`config.mk`:
```
export PLATFORM = sky130hd
export DESIGN_NAME = tsbs_queue
export DESIGN_NICKNAME = d
export VERILOG_FILES = /design/src/rtl/tsbs_pkg.sv /design/src/rtl/tsbs_queue.sv
export SDC_FILE = /design/constraint.sdc
export NUM_CORES = 1
export LEC_CHECK = 0
export ABC_AREA = 1
export BUFFER_PORTS_ARGS = -buffer_cell sky130_fd_sc_hd__buf_2
export CAP_MARGIN = 20
export CELL_PAD_IN_SITES_DETAIL_PLACEMENT = 1
export CELL_PAD_IN_SITES_GLOBAL_PLACEMENT = 1
export CORE_ASPECT_RATIO = 1.5
export CORE_MARGIN = 10
export CORE_UTILIZATION = 39
export DETAILED_ROUTE_END_ITERATION = 8
export GPL_TIMING_DRIVEN = 0
export PLACE_DENSITY = 0.81
export SETUP_SLACK_MARGIN = 0.05
export SLEW_MARGIN = 10
export SYNTH_ARGS = -nofsm -noshare
export SYNTH_HDL_FRONTEND = slang
export SYNTH_SLANG_ARGS = --single-unit
```
`constraint.sdc`:
```
create_clock -name clk -period 1.6 [get_ports clk]
set_input_delay 0.32 -clock clk [delete_from_list [all_inputs] [get_ports clk]]
set_output_delay 0.32 -clock clk [all_outputs]
set_load 0.01 [all_outputs]
```
`src/rtl/tsbs_pkg.sv`:
```
`timescale 1ns / 1ps
package tsbs_pkg;

  localparam int DEF_MAX_SIDE     = 128;
  localparam int DEF_CHANNEL_BITS = 16;
  localparam int CALC_W           = 16;
  localparam int CHAN_W           = 16;
  localparam int SIDE_W           = 8;
  localparam int Q15_ONE          = 32768;
  localparam int QUEUE_DEPTH      = 2;

  localparam logic CFG_IDX_WIDTH  = 1'b0;
  localparam logic CFG_IDX_HEIGHT = 1'b1;

  typedef enum logic [2:0] {
    CMD_WRITE_XY  = 3'd0,
    CMD_READ_XY   = 3'd1,
    CMD_NEAREST   = 3'd2,
    CMD_BILINEAR  = 3'd3,
    CMD_WRITE_LIN = 3'd4,
    CMD_READ_LIN  = 3'd5
  } cmd_t;

  typedef enum logic [1:0] {
    EK_WRITE,
    EK_READ,
    EK_BILIN
  } entry_kind_t;

  typedef struct packed {
    entry_kind_t                  kind;
    logic                         zero;
    logic [3:0][CALC_W-1:0]       addr;
    logic [CHAN_W-1:0]            wgt_x;
    logic [CHAN_W-1:0]            wgt_y;
    logic [3:0][CHAN_W-1:0]       wdata;
  } entry_t;

  typedef struct packed {
    logic empty;
    logic full;
  } q_stat_t;

  typedef enum logic [2:0] {
    FS_IDLE,
    FS_MUL,
    FS_SQ,
    FS_CUBE,
    FS_WGT
  } front_state_t;

  typedef enum logic [2:0] {
    BS_CLEAR,
    BS_IDLE,
    BS_WRITE,
    BS_FETCH,
    BS_LAST,
    BS_ROW,
    BS_MIX
  } back_state_t;

  // Smoothstep weight 3t^2 - 2t^3 in Q15, saturated to one.
  function automatic logic [CHAN_W-1:0] smooth_wgt(input logic [14:0] t2,
                                                   input logic [14:0] t3);
    logic [17:0] s;
    s = 18'(t2) * 18'd3 - 18'(t3) * 18'd2;
    return (s > 18'(Q15_ONE)) ? CHAN_W'(Q15_ONE) : s[CHAN_W-1:0];
  endfunction

endpackage

```
`src/rtl/tsbs_queue.sv`:
```
`timescale 1ns / 1ps
module tsbs_queue
  import tsbs_pkg::*;
#(
  parameter int WIDTH = 8,
  parameter int DEPTH = 2
) (
  input  logic             clk,
  input  logic             rst_n,
  input  logic             push,
  input  logic [WIDTH-1:0] push_data,
  input  logic             pop,
  output logic [WIDTH-1:0] pop_data,
  output q_stat_t          stat
);

  localparam int PTR_W = (DEPTH > 1) ? $clog2(DEPTH) : 1;

  logic [WIDTH-1:0] slot_r [DEPTH];
  logic [PTR_W-1:0] wr_ptr_r, rd_ptr_r;
  logic [PTR_W:0]   cnt_r;
  logic             do_push, do_pop;

  assign stat.empty = (cnt_r == '0);
  assign stat.full  = (cnt_r == (PTR_W+1)'(DEPTH));
  assign do_push    = push && !stat.full;
  assign do_pop     = pop && !stat.empty;
  assign pop_data   = slot_r[rd_ptr_r];

  always_ff @(posedge clk) begin
    if (do_push) begin
      slot_r[wr_ptr_r] <= push_data;
    end
  end

  always_ff @(posedge clk) begin
    if (!rst_n) begin
      wr_ptr_r <= '0;
      rd_ptr_r <= '0;
      cnt_r    <= '0;
    end else begin
      if (do_push) begin
        wr_ptr_r <= (wr_ptr_r == PTR_W'(DEPTH-1)) ? '0 : wr_ptr_r + 1'b1;
      end
      if (do_pop) begin
        rd_ptr_r <= (rd_ptr_r == PTR_W'(DEPTH-1)) ? '0 : rd_ptr_r + 1'b1;
      end
      if (do_push && !do_pop) begin
        cnt_r <= cnt_r + 1'b1;
      end else if (do_pop && !do_push) begin
        cnt_r <= cnt_r - 1'b1;
      end
    end
  end

endmodule

```
Word level (Yosys, flattened, before mapping)
Memory sizes are Yosys's and may differ from the RTL's. A register that Yosys moved wholly into a read port is not among the register bits. Cells that the tools add are included.

Register bits after elaboration: 4. Bits in latches: 0. Bits in writable memories: 16. Memory bits (read-only): 0. Input port bits: 12. Output and inout port bits: 10. Logic and storage cells: 27. Memories kept: 1.

Add/subtract/negate cells: 4. Multiply operators: 0. Divide/modulo/power cells: 0. $lt $le $gt $ge: 0. Eq/ne operators: 1. Shift-type cells: 0. Muxes and demuxes: 8. Bitwise operators: 0. Reductions and logical operators: 10.

Memories: slot_r (depth 2, bits a word 8, read ports 1, clocked after Yosys merged registers in 1, write ports 1, line tsbs_queue.sv:19) `logic [WIDTH-1:0] slot_r [DEPTH];`.

Operators with widths (count): $mux W1 (6); $logic_and A1 B1 Y1 (4); $logic_not A1 Y1 (4); $mux W2 (2); $add A1 B1 Y1 const B (2); $add A2 B1 Y2 const B (1); $eq A2 B2 Y1 const B (1); $logic_not A2 Y1 (1); $reduce_bool A2 Y1 (1); $sub A2 B1 Y2 const B (1).

Logic depth before layout (Yosys ltp)
Word-level depth: 7. Gate-level depth with buffers: 10. Gate-level depth less buffers: 10.

Least setup slack after synthesis
Ideal clock, no wire load.

Kind: register -> register. Start point: register cnt_r[0]. End point: register cnt_r[1]. Library setup time: 0.064 ns. Data arrival time: 1.240 ns. Required time: 1.536 ns. Setup slack: 0.296 ns. Cell stages (with the launch flop): 10. Path buffers: 0. Period minus slack after synthesis: 1.304 ns. Cells stage by stage: dfxtp_1 -> nor2_1 -> nor2_2 -> inv_1 -> ha_1 -> inv_1 -> nand3_1 -> nand2_1 -> inv_1 -> nor2_1.

RTL lines: start: declaration (line tsbs_queue.sv:21) `logic [PTR_W:0] cnt_r;`; start signal: assignment (line tsbs_queue.sv:49) `cnt_r <= cnt_r + 1'b1;`; start signal: assignment (line tsbs_queue.sv:51) `cnt_r <= cnt_r - 1'b1;`.

==> results.sh <==
export IMPL_antenna_cells=0
export IMPL_die_x_um=57.5
export IMPL_worstSetupPathType="reg2out"
export IMPL_gp_congestion=0.690
export IMPL_num_vias=557
export IMPL_min_from="push_data[6]"
export IMPL_routed_wl_um=1850
export IMPL_areaGrowthSynthToFinish_pct=32.1
export IMPL_cts_root_buf="clkbuf_4"
export IMPL_hold_class="in2reg"
export IMPL_critPathArrivalTime_ns=1.22
export IMPL_relSlewSlack_pct=52.1
export IMPL_slowest_delay_ns=0.35
export IMPL_dpl_cell_count=106
export IMPL_cts_max_path_buffers=2
export IMPL_grt_max_degree=12
export IMPL_syn_instance_count=63
export IMPL_start_util_pct=40.6
export IMPL_die_area_um2=4390
export IMPL_period_needed_ns=1.54
export IMPL_placementRows=20
export IMPL_rsz0062_at_grt="yes"
export IMPL_synth_avg_cell_area_um2=13.1
export IMPL_reg2reg_to="slot_r[1][5]$_DFFE_PP_"
export IMPL_drc=0
export IMPL_ys_seq_area_share_pct=70.5
export IMPL_leakagePower_nw=0.462
export IMPL_hold_depth=1
export IMPL_fp_dieH_um=76.3
export IMPL_cts_setup_buffers=0
export IMPL_reg2reg_slack_ns=0.12
export IMPL_status="finished, final reports clean"
export IMPL_async_reset_ff_share_pct=0
export IMPL_hold_buffers=0
export IMPL_end_kind="output port"
export IMPL_ant_nets=0
export IMPL_numCtsBuffers=3
export IMPL_reg2regPathDepth=3
export IMPL_antenna_found_initial=0
export IMPL_h_tree_depth=1
export IMPL_yosysUniqueCellTypes=15
export IMPL_cp_start_kind="register"
export IMPL_synth_nets=76
export IMPL_ios=22
export IMPL_final_util_pct=53.6
export IMPL_fin_worst_skew_ns=0.00378
export IMPL_cts_tree="built"
export IMPL_pwr_density_cell_nw_per_um2=1520
export IMPL_setup_viol=0
export IMPL_syn_area_um2=823
export IMPL_drtIter0Drc=18
export IMPL_drt_pass1_iterations=2
export IMPL_track_usage_pct=7.87
export IMPL_synthFlopType="edfxtp_1"
export IMPL_tns_ns=0
export IMPL_final_nets=102
export IMPL_r2r_start="cnt_r[1]$_SDFFE_PN0P_"
export IMPL_dp_hpwl_um=1340
export IMPL_critPathBufInv=2
export IMPL_slew_viol_final=0
export IMPL_fillers=226
export IMPL_worstPathCellList="buf_8, mux2_4, buf_6"
export IMPL_fmax_mhz=648
export IMPL_maxCapViolCount=0
export IMPL_routedWlPerCell_um=16.8
export IMPL_drive_gt1_share_pct=44.3
export IMPL_hold_violations=0
export IMPL_cp_data_required_time_ns=1.28
export IMPL_placedInstanceArea_um2=956
export IMPL_core_region_area_um2=2030
export IMPL_synth_edf_count=16
export IMPL_cts_sinks=21
export IMPL_ys_seq_elements=21
export IMPL_insertion_delay_ns=0.29
export IMPL_grt_pass1_wl_um=2760
export IMPL_period_share_pct=96.5
export IMPL_peakVddDrop_mv=0.962
export IMPL_whs_endpoint="slot_r[1][6]$_DFFE_PP_"
export IMPL_worst_slew_pin_transition_ns=0.715
export IMPL_path_max_fanout=8
export IMPL_grt_overflow=0
export IMPL_final_cells=110
export IMPL_synth_warnings=0
export IMPL_clkSlewWorstSetupHoldPaths_ns=0.11
export IMPL_grt_pass1_vias=616
export IMPL_via_per_inst=5.06
export IMPL_cpMaxStageDelayCell="dfxtp_2"
export IMPL_holdWs_ns=0.211
export IMPL_critPathTopFamily="flip-flops"
export IMPL_design_area_um2=1090
export IMPL_io_buffer_count=21
registers in the layout (all words and copies together), names as in the netlist, named ones only:
register and count:
rd_ptr_r 1, wr_ptr_r 1, cnt_r 2, slot_r 16
cells by family (layout without fill, tap and decap cells):
logic type	after synthesis	count (layout)	share of synthesized area, %
DFF	21	21	70.5
and+or+nand+nor	19	19	9.42
buffers and inverters	10	35	4.71
muxes	8	8	10.9
AOI/OAI and AO/OA	4	4	2.89
adders and majority gates	1	1	1.52
stage by stage:
stage,setup WS [ns],power [W]
2_1_floorplan,0.296,0.00107
3_3_place_gp,0.162,0.00122
3_5_place_dp,0.117,0.00125
4_1_cts,0.0331,0.00158
5_1_grt,0.00954,0.00176
6_report,0.0564,0.00165
worst max path at each step:
| stage | from | endpoint | slack [ns] | cells after the start |
|---|---|---|---|---|
| global route | register | pop_data[4] | 0.01 | 3 |
| floorplan | cnt_r[0]$_SDFFE_PN0P_ | cnt_r[1]$_SDFFE_PN0P_ | 0.30 | 9 |
| global placement | cnt_r[0]$_SDFFE_PN0P_ | slot_r[1][3]$_DFFE_PP_ | 0.16 | 2 |
| finish | register | pop_data[4] | 0.06 | 3 |
| CTS | register | pop_data[7] | 0.03 | 3 |
| detailed placement | cnt_r[0]$_SDFFE_PN0P_ | slot_r[1][5]$_DFFE_PP_ | 0.12 | 2 |
metal layers:
layer | up-vias | wire, um | GRT usage [%]
met5 | - | 0 | 0
met4 | 0 | 9 | 2.83
met3 | 2 | 117 | 3.17
met2 | 17 | 1060 | 14.7
met1 | 272 | 659 | 7.16
li1 | 266 | - | -
repair_timing:
action	CTS	global route
hold endpoints to repair	0	0
cloned	0	0
pin swaps	0	1
endpoints found under the setup margin	8	18
gates resized for setup	11	11
synth_stat cells (2+ instances only):
| library cell | count | share of area [%] |
|---|---|---|
| edfxtp_1 | 16 | 58 |
| nor2_1 | 10 | 4.6 |
| inv_1 | 8 | 3.6 |
| mux2_2 | 8 | 11 |
| nand2_1 | 6 | 2.7 |
| dfxtp_1 | 5 | 12 |
| o21ai_0 | 2 | 1.2 |
power breakdown:
group / switching, W / internal (W) / total [W] / leakage [nW]
combinational: 0.000319 / 0.000328 / 0.000647 / 0.256
clock: 0.000152 / 0.0000969 / 0.000248 / 0.0150
sequential: 0.0000542 / 0.000701 / 0.000755 / 0.191
area by class of cell:
type                            instances  area (um^2)  area share (%)
Inverter                                9         33.8            3.11
Sequential cell                        21          583            53.6
Buffer                                  1         15.0            1.38
Tap cell                               22         27.5            2.53
Multi-Input combinational cell         32          246            22.7
Timing Repair Buffer                   21          155            14.3
Clock buffer                            4         26.3            2.42
worst reg2reg max path, stage by stage, from the launching register on:
cell     delay, ns
dfxtp_2       0.35
inv_1         0.11
o21ai_2       0.10
nor2_1        0.56
cells in the final DEF (no fill, tap or decap), types with 2 or more instances in the layout:
cell / synthesis / layout
buf_2: 1 / 13
buf_6: 0 / 8
clkbuf_4: 0 / 3
dfxtp_1: 5 / 3
dfxtp_2: 0 / 2
edfxtp_1: 16 / 16
inv_1: 8 / 8
mux2_4: 0 / 8
nand2_1: 6 / 6
nor2_1: 10 / 10
o21ai_0: 2 / 2
(Power assumes the default switching activity.)
