### src/rtl/tsbs_pkg.sv
`timescale 1ns / 1ps
package tsbs_pkg;

  localparam int DEF_MAX_SIDE     = 128;
  localparam int DEF_CHANNEL_BITS = 16;
  localparam int CALC_W           = 16;
  localparam int CHAN_W           = 16;
  localparam int SIDE_W           = 8;
  localparam int Q15_ONE          = 32768;
  localparam int QUEUE_DEPTH      = 2;

  localparam logic CFG_IDX_WIDTH  = 1'b0;
  localparam logic CFG_IDX_HEIGHT = 1'b1;

  typedef enum logic [2:0] {
    CMD_WRITE_XY  = 3'd0,
    CMD_READ_XY   = 3'd1,
    CMD_NEAREST   = 3'd2,
    CMD_BILINEAR  = 3'd3,
    CMD_WRITE_LIN = 3'd4,
    CMD_READ_LIN  = 3'd5
  } cmd_t;

  typedef enum logic [1:0] {
    EK_WRITE,
    EK_READ,
    EK_BILIN
  } entry_kind_t;

  typedef struct packed {
    entry_kind_t                  kind;
    logic                         zero;
    logic [3:0][CALC_W-1:0]       addr;
    logic [CHAN_W-1:0]            wgt_x;
    logic [CHAN_W-1:0]            wgt_y;
    logic [3:0][CHAN_W-1:0]       wdata;
  } entry_t;

  typedef struct packed {
    logic empty;
    logic full;
  } q_stat_t;

  typedef enum logic [2:0] {
    FS_IDLE,
    FS_MUL,
    FS_SQ,
    FS_CUBE,
    FS_WGT
  } front_state_t;

  typedef enum logic [2:0] {
    BS_CLEAR,
    BS_IDLE,
    BS_WRITE,
    BS_FETCH,
    BS_LAST,
    BS_ROW,
    BS_MIX
  } back_state_t;

  // Smoothstep weight 3t^2 - 2t^3 in Q15, saturated to one.
  function automatic logic [CHAN_W-1:0] smooth_wgt(input logic [14:0] t2,
                                                   input logic [14:0] t3);
    logic [17:0] s;
    s = 18'(t2) * 18'd3 - 18'(t3) * 18'd2;
    return (s > 18'(Q15_ONE)) ? CHAN_W'(Q15_ONE) : s[CHAN_W-1:0];
  endfunction

endpackage

### src/rtl/tsbs_front.sv
`timescale 1ns / 1ps
module tsbs_front
  import tsbs_pkg::*;
#(
  parameter int MAX_SIDE = DEF_MAX_SIDE
) (
  input  logic               clk,
  input  logic               rst_n,
  input  logic               accept,
  input  logic [2:0]         cmd,
  input  logic [6:0]         col,
  input  logic [6:0]         row,
  input  logic [13:0]        linear_index,
  input  logic [15:0]        coord_u,
  input  logic [15:0]        coord_v,
  input  logic [3:0][CHAN_W-1:0] wdata,
  input  logic [SIDE_W-1:0]  width_reg,
  input  logic [SIDE_W-1:0]  height_reg,
  input  q_stat_t            q_stat,
  output logic               push,
  output entry_t             push_data,
  output logic               busy
);

  localparam int SIDE_CAP = (MAX_SIDE > 255) ? 255 : MAX_SIDE;

  front_state_t state_r, state_nxt;

  logic [2:0]   cmd_r;
  logic [6:0]   col_r, row_r;
  logic [13:0]  lin_r;
  logic [15:0]  u_r, v_r;
  logic [3:0][CHAN_W-1:0] wd_r;
  logic [7:0]   w_r, h_r;
  logic [23:0]  sx_r, sy_r;
  logic [15:0]  rw_r, len_r;
  logic [14:0]  t2x_r, t2y_r, t3x_r, t3y_r;
  logic [7:0]   ix_r, iy_r, ix1_r, iy1_r, nx_r, ny_r;
  logic [15:0]  pix_r;
  logic         inside_r;
  logic [15:0]  yw0_r, yw1_r, nyw_r;

  logic [7:0]   w_side, h_side, wm1, hm1;
  logic [15:0]  u_sat, v_sat;
  logic [23:0]  nsx, nsy;
  logic [8:0]   ixp1, iyp1;
  logic [29:0]  px2, py2, px3, py3;
  logic         has_push;
  entry_t       ent;

  always_comb begin
    if (width_reg == '0) begin
      w_side = 8'd1;
    end else if (32'(width_reg) > SIDE_CAP) begin
      w_side = 8'(SIDE_CAP);
    end else begin
      w_side = width_reg;
    end
    if (height_reg == '0) begin
      h_side = 8'd1;
    end else if (32'(height_reg) > SIDE_CAP) begin
      h_side = 8'(SIDE_CAP);
    end else begin
      h_side = height_reg;
    end
  end

  assign u_sat = (coord_u > 16'(Q15_ONE)) ? 16'(Q15_ONE) : coord_u;
  assign v_sat = (coord_v > 16'(Q15_ONE)) ? 16'(Q15_ONE) : coord_v;
  assign wm1   = w_r - 8'd1;
  assign hm1   = h_r - 8'd1;
  assign nsx   = sx_r + 24'd16384;
  assign nsy   = sy_r + 24'd16384;
  assign ixp1  = {1'b0, sx_r[22:15]} + 9'd1;
  assign iyp1  = {1'b0, sy_r[22:15]} + 9'd1;
  assign px2   = 30'(sx_r[14:0]) * 30'(sx_r[14:0]);
  assign py2   = 30'(sy_r[14:0]) * 30'(sy_r[14:0]);
  assign px3   = 30'(t2x_r) * 30'(sx_r[14:0]);
  assign py3   = 30'(t2y_r) * 30'(sy_r[14:0]);

  always_ff @(posedge clk) begin
    if (!rst_n) begin
      state_r <= FS_IDLE;
    end else begin
      state_r <= state_nxt;
    end
  end

  // Datapath: acceptance and each of the MUL, SQ and CUBE steps fill their own set of registers.
  always_ff @(posedge clk) begin
    if (accept) begin
      cmd_r <= cmd;
      col_r <= col;
      row_r <= row;
      lin_r <= linear_index;
      u_r   <= u_sat;
      v_r   <= v_sat;
      wd_r  <= wdata;
      w_r   <= w_side;
      h_r   <= h_side;
    end
    if (state_r == FS_MUL) begin
      sx_r  <= 24'(u_r) * 24'(wm1);
      sy_r  <= 24'(v_r) * 24'(hm1);
      rw_r  <= 16'(row_r) * 16'(w_r);
      len_r <= 16'(w_r) * 16'(h_r);
    end
    if (state_r == FS_SQ) begin
      t2x_r <= px2[29:15];
      t2y_r <= py2[29:15];
      ix_r  <= sx_r[22:15];
      iy_r  <= sy_r[22:15];
      ix1_r <= (ixp1 > {1'b0, wm1}) ? wm1 : ixp1[7:0];
      iy1_r <= (iyp1 > {1'b0, hm1}) ? hm1 : iyp1[7:0];
      nx_r  <= nsx[22:15];
      ny_r  <= nsy[22:15];
      pix_r <= rw_r + 16'(col_r);
      if (cmd_r == CMD_WRITE_XY || cmd_r == CMD_READ_XY) begin
        inside_r <= ({1'b0, col_r} < w_r) && ({1'b0, row_r} < h_r);
      end else begin
        inside_r <= 16'(lin_r) < len_r;
      end
    end
    if (state_r == FS_CUBE) begin
      t3x_r <= px3[29:15];
      t3y_r <= py3[29:15];
      yw0_r <= 16'(iy_r) * 16'(w_r);
      yw1_r <= 16'(iy1_r) * 16'(w_r);
      nyw_r <= 16'(ny_r) * 16'(w_r);
    end
  end

  always_comb begin
    state_nxt = state_r;
    unique case (state_r)
      FS_IDLE: if (accept) state_nxt = FS_MUL;
      FS_MUL:  state_nxt = FS_SQ;
      FS_SQ:   state_nxt = FS_CUBE;
      FS_CUBE: state_nxt = FS_WGT;
      FS_WGT:  if (!has_push || !q_stat.full) state_nxt = FS_IDLE;
      default: state_nxt = FS_IDLE;
    endcase
  end

  always_comb begin
    ent       = '0;
    ent.kind  = EK_READ;
    ent.wdata = wd_r;
    has_push  = 1'b0;
    unique case (cmd_r)
      CMD_WRITE_XY, CMD_WRITE_LIN: begin
        // Writes outside the image are dropped here.
        has_push    = inside_r;
        ent.kind    = EK_WRITE;
        ent.addr[0] = (cmd_r == CMD_WRITE_XY) ? pix_r : 16'(lin_r);
      end
      CMD_READ_XY, CMD_READ_LIN: begin
        has_push    = 1'b1;
        ent.zero    = !inside_r;
        ent.addr[0] = (cmd_r == CMD_READ_XY) ? pix_r : 16'(lin_r);
      end
      CMD_NEAREST: begin
        has_push    = 1'b1;
        ent.addr[0] = nyw_r + 16'(nx_r);
      end
      CMD_BILINEAR: begin
        has_push    = 1'b1;
        ent.kind    = EK_BILIN;
        ent.addr[0] = yw0_r + 16'(ix_r);
        ent.addr[1] = yw0_r + 16'(ix1_r);
        ent.addr[2] = yw1_r + 16'(ix_r);
        ent.addr[3] = yw1_r + 16'(ix1_r);
        ent.wgt_x   = smooth_wgt(t2x_r, t3x_r);
        ent.wgt_y   = smooth_wgt(t2y_r, t3y_r);
      end
      default: has_push = 1'b0;
    endcase
  end

  assign push      = (state_r == FS_WGT) && has_push && !q_stat.full;
  assign push_data = ent;
  assign busy      = (state_r != FS_IDLE);

endmodule

### config.mk
export PLATFORM = sky130hd
export DESIGN_NAME = tsbs_front
export DESIGN_NICKNAME = d
export VERILOG_FILES = /design/src/rtl/tsbs_pkg.sv /design/src/rtl/tsbs_front.sv
export SDC_FILE = /design/constraint.sdc
export NUM_CORES = 2
export LEC_CHECK = 0
export BUFFER_PORTS_ARGS = -buffer_cell sky130_fd_sc_hd__buf_2
export CAP_MARGIN = 20
export CORE_ASPECT_RATIO = 1.1
export CORE_MARGIN = 2
export CORE_UTILIZATION = 30
export DETAILED_ROUTE_END_ITERATION = 6
export GPL_ROUTABILITY_DRIVEN = 0
export PLACE_DENSITY = 0.53
export SYNTH_ARGS = -nofsm -noshare
export SYNTH_HDL_FRONTEND = slang
export SYNTH_SLANG_ARGS = --single-unit
export TNS_END_PERCENT = 20
### constraint.sdc
create_clock -name clk -period 22.5 [get_ports clk]
set_input_delay 1.125 -clock clk [delete_from_list [all_inputs] [get_ports clk]]
set_output_delay 1.125 -clock clk [all_outputs]
set_load 0.02 [all_outputs]
Word level (Yosys, flattened, before mapping)

Cells that the tools add are included.

Register bits after elaboration: 396
Output and inout port bits: 165
Word-level logic and storage cells: 120

Add/subtract/negate cells: 14
Multiply operators: 13
Order comparisons: 11
Eq/ne operators: 11
Muxes and demuxes: 18
Reductions and logical operators: 19

Operator list:

| operator                 | number |
|---|---|
| $mul A15 B15 Y30         | 4 |
| $add A16 B8 Y16          | 5 |
| $mul A8 B8 Y16           | 4 |
| $mux W16                 | 4 |
| $pmux W16 S4             | 1 |
| $mux W48                 | 1 |
| $add A23 B15 Y23 const B | 2 |
| $mul A16 B8 Y23          | 2 |
| $gt A18 B16 Y1 const B   | 2 |
| $sub A17 B16 Y18         | 2 |
| $mul A15 B2 Y17 const B  | 2 |
| $gt A16 B16 Y1 const B   | 2 |
| $mux W32                 | 1 |
| $mux W8                  | 4 |
| $add A8 B1 Y9 const B    | 2 |
| $gt A9 B8 Y1             | 2 |
| $add A15 B7 Y16          | 1 |
| $gt A8 B8 Y1 const B     | 2 |
| $logic_not A8 Y1         | 2 |
| $lt A14 B16 Y1           | 1 |
| $lt A7 B8 Y1             | 2 |
| $sub A8 B1 Y8 const B    | 2 |
| $mul A7 B8 Y15           | 1 |
| $pmux W3 S5              | 1 |
| other kinds (16)         | 34 |

Logic depth before layout (Yosys ltp)

Depth after elaboration: 7
Depth in mapped cells: 26
Depth with buffers taken out: 24

Worst setup path before layout

Ideal clock, no wire load.

Path kind: flip-flop to flip-flop
From: register state_r[0]
To: register inside_r (enable)
Setup time: 0.685 ns
Arrival: 7.408 ns
Slack: 14.407 ns
Cell stages (with the launch flop): 3
Buffers on the path: 1
Path through: dfxtp_1 -> clkbuf_1 -> nor3b_1

Word-level cells in the longest chain between the ends: 1

Ends and longest elaborated chain:

| what                     | line              | text |
|---|---|---|
| start: declaration       | tsbs_front.sv:27  | `front_state_t state_r, state_nxt;` |
| start signal: assignment | tsbs_front.sv:85  | `state_r <= state_nxt;` |
| $eq A3 B2 Y1             | tsbs_front.sv:108 | `if (state_r == FS_SQ) begin` |
| end signal: assignment   | tsbs_front.sv:119 | `inside_r <= ({1'b0, col_r} < w_r) && ({1'b0, row_r} < h_r);` |
| end signal: assignment   | tsbs_front.sv:121 | `inside_r <= 16'(lin_r) < len_r;` |
| end: declaration         | tsbs_front.sv:40  | `logic inside_r;` |

Every way passes these cells.
A chain may end at the register's enable or synchronous reset.

Worst setup path in the final report

From: register t2x_r[9]
To: register t3x_r[14] (data pin)

Word-level cells in the longest chain between the ends: 1

Ends and longest elaborated chain:

| what                     | line              | text |
|---|---|---|
| start: declaration       | tsbs_front.sv:37  | `logic [14:0] t2x_r, t2y_r, t3x_r, t3y_r;` |
| start signal: assignment | tsbs_front.sv:109 | `t2x_r <= px2[29:15];` |
| $mul A15 B15 Y30         | tsbs_front.sv:78  | `assign px3 = 30'(t2x_r) * 30'(sx_r[14:0]);` |
| net px3[29]              | tsbs_front.sv:47  | `logic [29:0] px2, py2, px3, py3;` |
| end signal: assignment   | tsbs_front.sv:125 | `t3x_r <= px3[29:15];` |
| end: declaration         | tsbs_front.sv:37  |  |

The timed path passes the listed nets, and every way through them passes these cells.

==> impl_results.html <==
<table>
<tr><th>Metric</th><th>Value</th></tr>
<tr><th colspan="2">Synthesis</th></tr>
<tr><td>Total nets after synthesis</td><td>8274</td></tr>
<tr><td>Cell count after synthesis</td><td>6397</td></tr>
<tr><td>Post-synthesis area per instance</td><td>9.77 um2</td></tr>
<tr><td>Synth cell count leaders</td><td>1303 x sky130_fd_sc_hd__inv_1, 985 x sky130_fd_sc_hd__fa_1, 744 x sky130_fd_sc_hd__ha_1</td></tr>
<tr><td>Register bit total from synthesis</td><td>396</td></tr>
<tr><td>Fraction of post-synthesis cell area in the top cell type by area</td><td>0.315</td></tr>
<tr><td>Leading cell type by number of instances after synthesis</td><td>sky130_fd_sc_hd__inv_1</td></tr>
<tr><td>Async SR Flop Fraction</td><td>0</td></tr>
<tr><td>Unique cell type count in the Yosys netlist</td><td>84</td></tr>
<tr><td>Number of flops mapped to enable cells by yosys</td><td>393</td></tr>
<tr><td>Number of warnings printed during yosys synthesis</td><td>0</td></tr>
<tr><td>Top post-synthesis cells by area</td><td>sky130_fd_sc_hd__fa_1 32%, sky130_fd_sc_hd__edfxtp_1 19%, sky130_fd_sc_hd__ha_1 15%</td></tr>
<tr><td>Cell Area, Synth</td><td>62500 um2</td></tr>
<tr><td>Library cell with the largest summed area after synthesis</td><td>sky130_fd_sc_hd__fa_1</td></tr>
<tr><td>Sequential share of the synthesized area</td><td>0.190</td></tr>
<tr><td>Main synth FF type</td><td>sky130_fd_sc_hd__edfxtp_1</td></tr>
<tr><th colspan="2">GRT</th></tr>
<tr><td>GRT Total Usage</td><td>0.155</td></tr>
<tr><td>Number of antenna violations at the first check in global routing</td><td>20</td></tr>
<tr><td>Global-route wire length before repair</td><td>259 mm</td></tr>
<tr><td>Overflow left after global routing</td><td>0</td></tr>
<tr><td>Largest net degree at the start of global routing</td><td>81</td></tr>
<tr><td>Via count of the first global-routing pass</td><td>48100</td></tr>
<tr><th colspan="2">Setup path</th></tr>
<tr><td>Crit Reg-Reg Startpoint</td><td>t2x_r[9]</td></tr>
<tr><td>Type of the worst setup path</td><td>reg -&gt; reg</td></tr>
<tr><td>Register-to-register path setup slack</td><td>15.53 ns</td></tr>
<tr><td>Required time at the endpoint of the critical path</td><td>22.95 ns</td></tr>
<tr><td>Number of cells traversed by the worst register-to-register path</td><td>23</td></tr>
<tr><td>First element of the critical path</td><td>t2x_r[9]</td></tr>
<tr><td>Reg-to-Reg End</td><td>t3x_r[14]</td></tr>
<tr><td>Peak fanout along the critical path</td><td>14</td></tr>
<tr><td>Category of the worst setup path capture point</td><td>flip-flop</td></tr>
<tr><td>CP Data Arrival Time</td><td>7.42 ns</td></tr>
<tr><td>Last element of the critical path</td><td>t3x_r[14]</td></tr>
<tr><td>Startpoint Class</td><td>flip-flop</td></tr>
<tr><th colspan="2">Floorplan</th></tr>
<tr><td>Initial core utilization</td><td>0.302</td></tr>
<tr><td>Height of the chip</td><td>483 um</td></tr>
<tr><td>Die width</td><td>439 um</td></tr>
<tr><td>Full die area</td><td>212000 um2</td></tr>
<tr><td>I/O pin total</td><td>313</td></tr>
<tr><td>Number of core rows</td><td>175</td></tr>
<tr><td>Placeable core region</td><td>207000 um2</td></tr>
<tr><th colspan="2">Route</th></tr>
<tr><td>Average wire per standard cell</td><td>17.0 um</td></tr>
<tr><td>Count of routing violations after the opening detailed-route iteration</td><td>1714</td></tr>
<tr><td>Total Wirelength</td><td>160 mm</td></tr>
<tr><td>Via density</td><td>4.63</td></tr>
<tr><td>Total iterations of the first detailed-routing run</td><td>5</td></tr>
<tr><td># DRC</td><td>0</td></tr>
<tr><td>Overall via count from detail_route</td><td>43600</td></tr>
<tr><td>Remaining number of nets flagged by the antenna check after routing</td><td>0</td></tr>
<tr><th colspan="2">Clock network</th></tr>
<tr><td>Buffer type at the clock tree root</td><td>sky130_fd_sc_hd__clkbuf_16</td></tr>
<tr><td>Post-CTS Setup Repair Bufs</td><td>0</td></tr>
<tr><td>Clock-pin slew on the worst setup and hold paths</td><td>0.06 ns</td></tr>
<tr><td>Clock sink total</td><td>396</td></tr>
<tr><td>Max H-tree Level</td><td>2</td></tr>
<tr><td>Clock Path Buffers</td><td>3</td></tr>
<tr><td>Hold buffer count at CTS</td><td>0</td></tr>
<tr><td>Count of cells resized by post-cts repair</td><td>0</td></tr>
<tr><td>TritonCTS clock tree</td><td>built</td></tr>
<tr><td>Total clock buffers created by CTS</td><td>54</td></tr>
<tr><td>Clock network latency to the later pin of the worst-skew pair</td><td>0.71 ns</td></tr>
<tr><th colspan="2">Timing</th></tr>
<tr><td>Max-slew headroom at the worst pin</td><td>0.327</td></tr>
<tr><td>Final setup violation count</td><td>0</td></tr>
<tr><td>Maximum clock frequency</td><td>143 MHz</td></tr>
<tr><td>Total Negative Setup Slacks</td><td>0 ns</td></tr>
<tr><td>Worst-case clock skew</td><td>0.0551 ns</td></tr>
<tr><td>RSZ-0062 raised after global routing</td><td>no</td></tr>
<tr><td>Total count of hold-check failures in the final report</td><td>0</td></tr>
<tr><td>Worst-margin pin slew</td><td>1.01 ns</td></tr>
<tr><td>Max-slew violation total from the final report</td><td>0</td></tr>
<tr><td>Final critical path time including I/O delays and setup</td><td>6.97 ns</td></tr>
<tr><td>Crit share post-route</td><td>0.310</td></tr>
<tr><th colspan="2">Finish</th></tr>
<tr><td>Sequential standard cell area</td><td>11900 um2</td></tr>
<tr><td>Fillers</td><td>21200</td></tr>
<tr><td>Net total in the final layout</td><td>8505</td></tr>
<tr><td>Fraction of final layout cells with drive strength greater than 1</td><td>0.0765</td></tr>
<tr><td>Multi-input gate area</td><td>45000 um2</td></tr>
<tr><td>Area Growth Syn to Fin</td><td>10.6%</td></tr>
<tr><th colspan="2">Flow run</th></tr>
<tr><td>Count of maximum capacitance violations</td><td>0</td></tr>
<tr><th colspan="2">Worst hold path</th></tr>
<tr><td>Path class of the lowest-slack min-delay path</td><td>reg -&gt; reg</td></tr>
<tr><th colspan="2">Placement</th></tr>
<tr><td>Final HPWL DP</td><td>125 mm</td></tr>
<tr><td>Port bufs</td><td>311</td></tr>
<tr><th colspan="2">Outcome</th></tr>
<tr><td>Result of the run</td><td>finished, final reports clean</td></tr>
</table>
==> registers in the layout, indices dropped and copies added (netlist names), 15 cells and up <==
name and flops:
yw1_r 16, sx_r 23, yw0_r 16, t2x_r 15
t2y_r 15, len_r 16, push_data 64, pix_r 16
v_r 16, rw_r 15, t3y_r 15, sy_r 23
t3x_r 15, u_r 16, nyw_r 16
==> cell families after synthesis <==
family / synth area share
simple gates: 0.149
mux: 0.00512
compound gates: 0.0600
fa+ha+maj: 0.464
buf+inv: 0.0913
flops: 0.190
xor+xnor: 0.0402
==> layout by cell type, fill, tap and decap left out, types with 146 or more instances in the layout <==
master and instances:
sky130_fd_sc_hd__a21oi_1 146, sky130_fd_sc_hd__nand2_1 638, sky130_fd_sc_hd__fa_1 985, sky130_fd_sc_hd__and2_1 495, sky130_fd_sc_hd__inv_1 1303, sky130_fd_sc_hd__nor2_1 294, sky130_fd_sc_hd__xnor2_1 204, sky130_fd_sc_hd__buf_2 310
sky130_fd_sc_hd__edfxtp_1 393, sky130_fd_sc_hd__nor2b_1 152, sky130_fd_sc_hd__ha_1 744
==> how the worst min path moves through the flow <==
stage | depth (start not counted) | slack [ns] | end | startpoint
after floorplan | 0 | 0.42 | ix_r[3] | sx_r[18]
after global placement | 1 | 0.58 | pix_r[12] | rw_r[12]
after detailed placement | 1 | 0.57 | pix_r[12] | rw_r[12]
after CTS | 1 | 0.51 | cmd_r[1] | cmd[1]
after global routing | 1 | 0.54 | cmd_r[1] | cmd[1]
final | 1 | 0.59 | pix_r[12] | rw_r[12]
==> worst max-delay path, cell delays in order, from the launching register on <==
cell and delay (ns):
sky130_fd_sc_hd__edfxtp_1 0.68, sky130_fd_sc_hd__and2_1 0.31, sky130_fd_sc_hd__fa_1 0.50, sky130_fd_sc_hd__inv_1 0.05, sky130_fd_sc_hd__fa_1 0.53, sky130_fd_sc_hd__inv_1 0.05
sky130_fd_sc_hd__fa_1 0.50, sky130_fd_sc_hd__inv_1 0.05, sky130_fd_sc_hd__fa_1 0.52, sky130_fd_sc_hd__inv_1 0.04, sky130_fd_sc_hd__fa_1 0.47, sky130_fd_sc_hd__inv_1 0.05
sky130_fd_sc_hd__fa_1 0.47, sky130_fd_sc_hd__inv_1 0.04, sky130_fd_sc_hd__ha_1 0.26, sky130_fd_sc_hd__nand3_1 0.16, sky130_fd_sc_hd__a211oi_1 0.21, sky130_fd_sc_hd__o21ai_0 0.33
sky130_fd_sc_hd__a211o_1 0.39, sky130_fd_sc_hd__o2111ai_1 0.33, sky130_fd_sc_hd__a31oi_1 0.22, sky130_fd_sc_hd__o21ai_0 0.31, sky130_fd_sc_hd__a21oi_1 0.13, sky130_fd_sc_hd__xnor2_1 0.13
==> per-layer routing <==
layer / global-route usage / vias up / part of all wire
met3: 0.0172 / 266 / 0.032
met4: 0.0536 / 6 / 0.039
met1: 0.180 / 22200 / 0.41
met2: 0.292 / 697 / 0.52
met5: 0 / - / 0.00026
li1: - / 20500 / -
==> final cells by class <==
cell class | instances | share of cell area
Multi-Input combinational cell | 4486 | 0.650
Inverter | 1314 | 0.0713
Clock buffer | 57 | 0.0200
Sequential cell | 396 | 0.171
Clock inverter | 42 | 0.00740
Tap cell | 2743 | 0.0496
Timing Repair Buffer | 376 | 0.0298
Antenna cell | 2 | 0.0000723
==> per-stage QoR <==
| stage | setup slack [ns] | hold WS, ns | area, um2 | util | instances |
|---|---|---|---|---|---|
| 6_report | 15.53 | 0.586 | 69200 | 0.334 | 9416 |
| 5_1_grt | 15.12 | 0.537 | 69200 | 0.334 | 9416 |
| 3_5_place_dp | 15.44 | 0.574 | 67300 | 0.325 | 9314 |
| 2_1_floorplan | 14.41 | 0.424 | 62500 | - | 6397 |
| 4_1_cts | 15.48 | 0.507 | 69200 | 0.334 | 9413 |
| 3_3_place_gp | 15.49 | 0.579 | 67300 | 0.325 | 9314 |
Power is not shown: default switching activity piles up to over one toggle a cycle in this logic, so the estimate is an artifact.
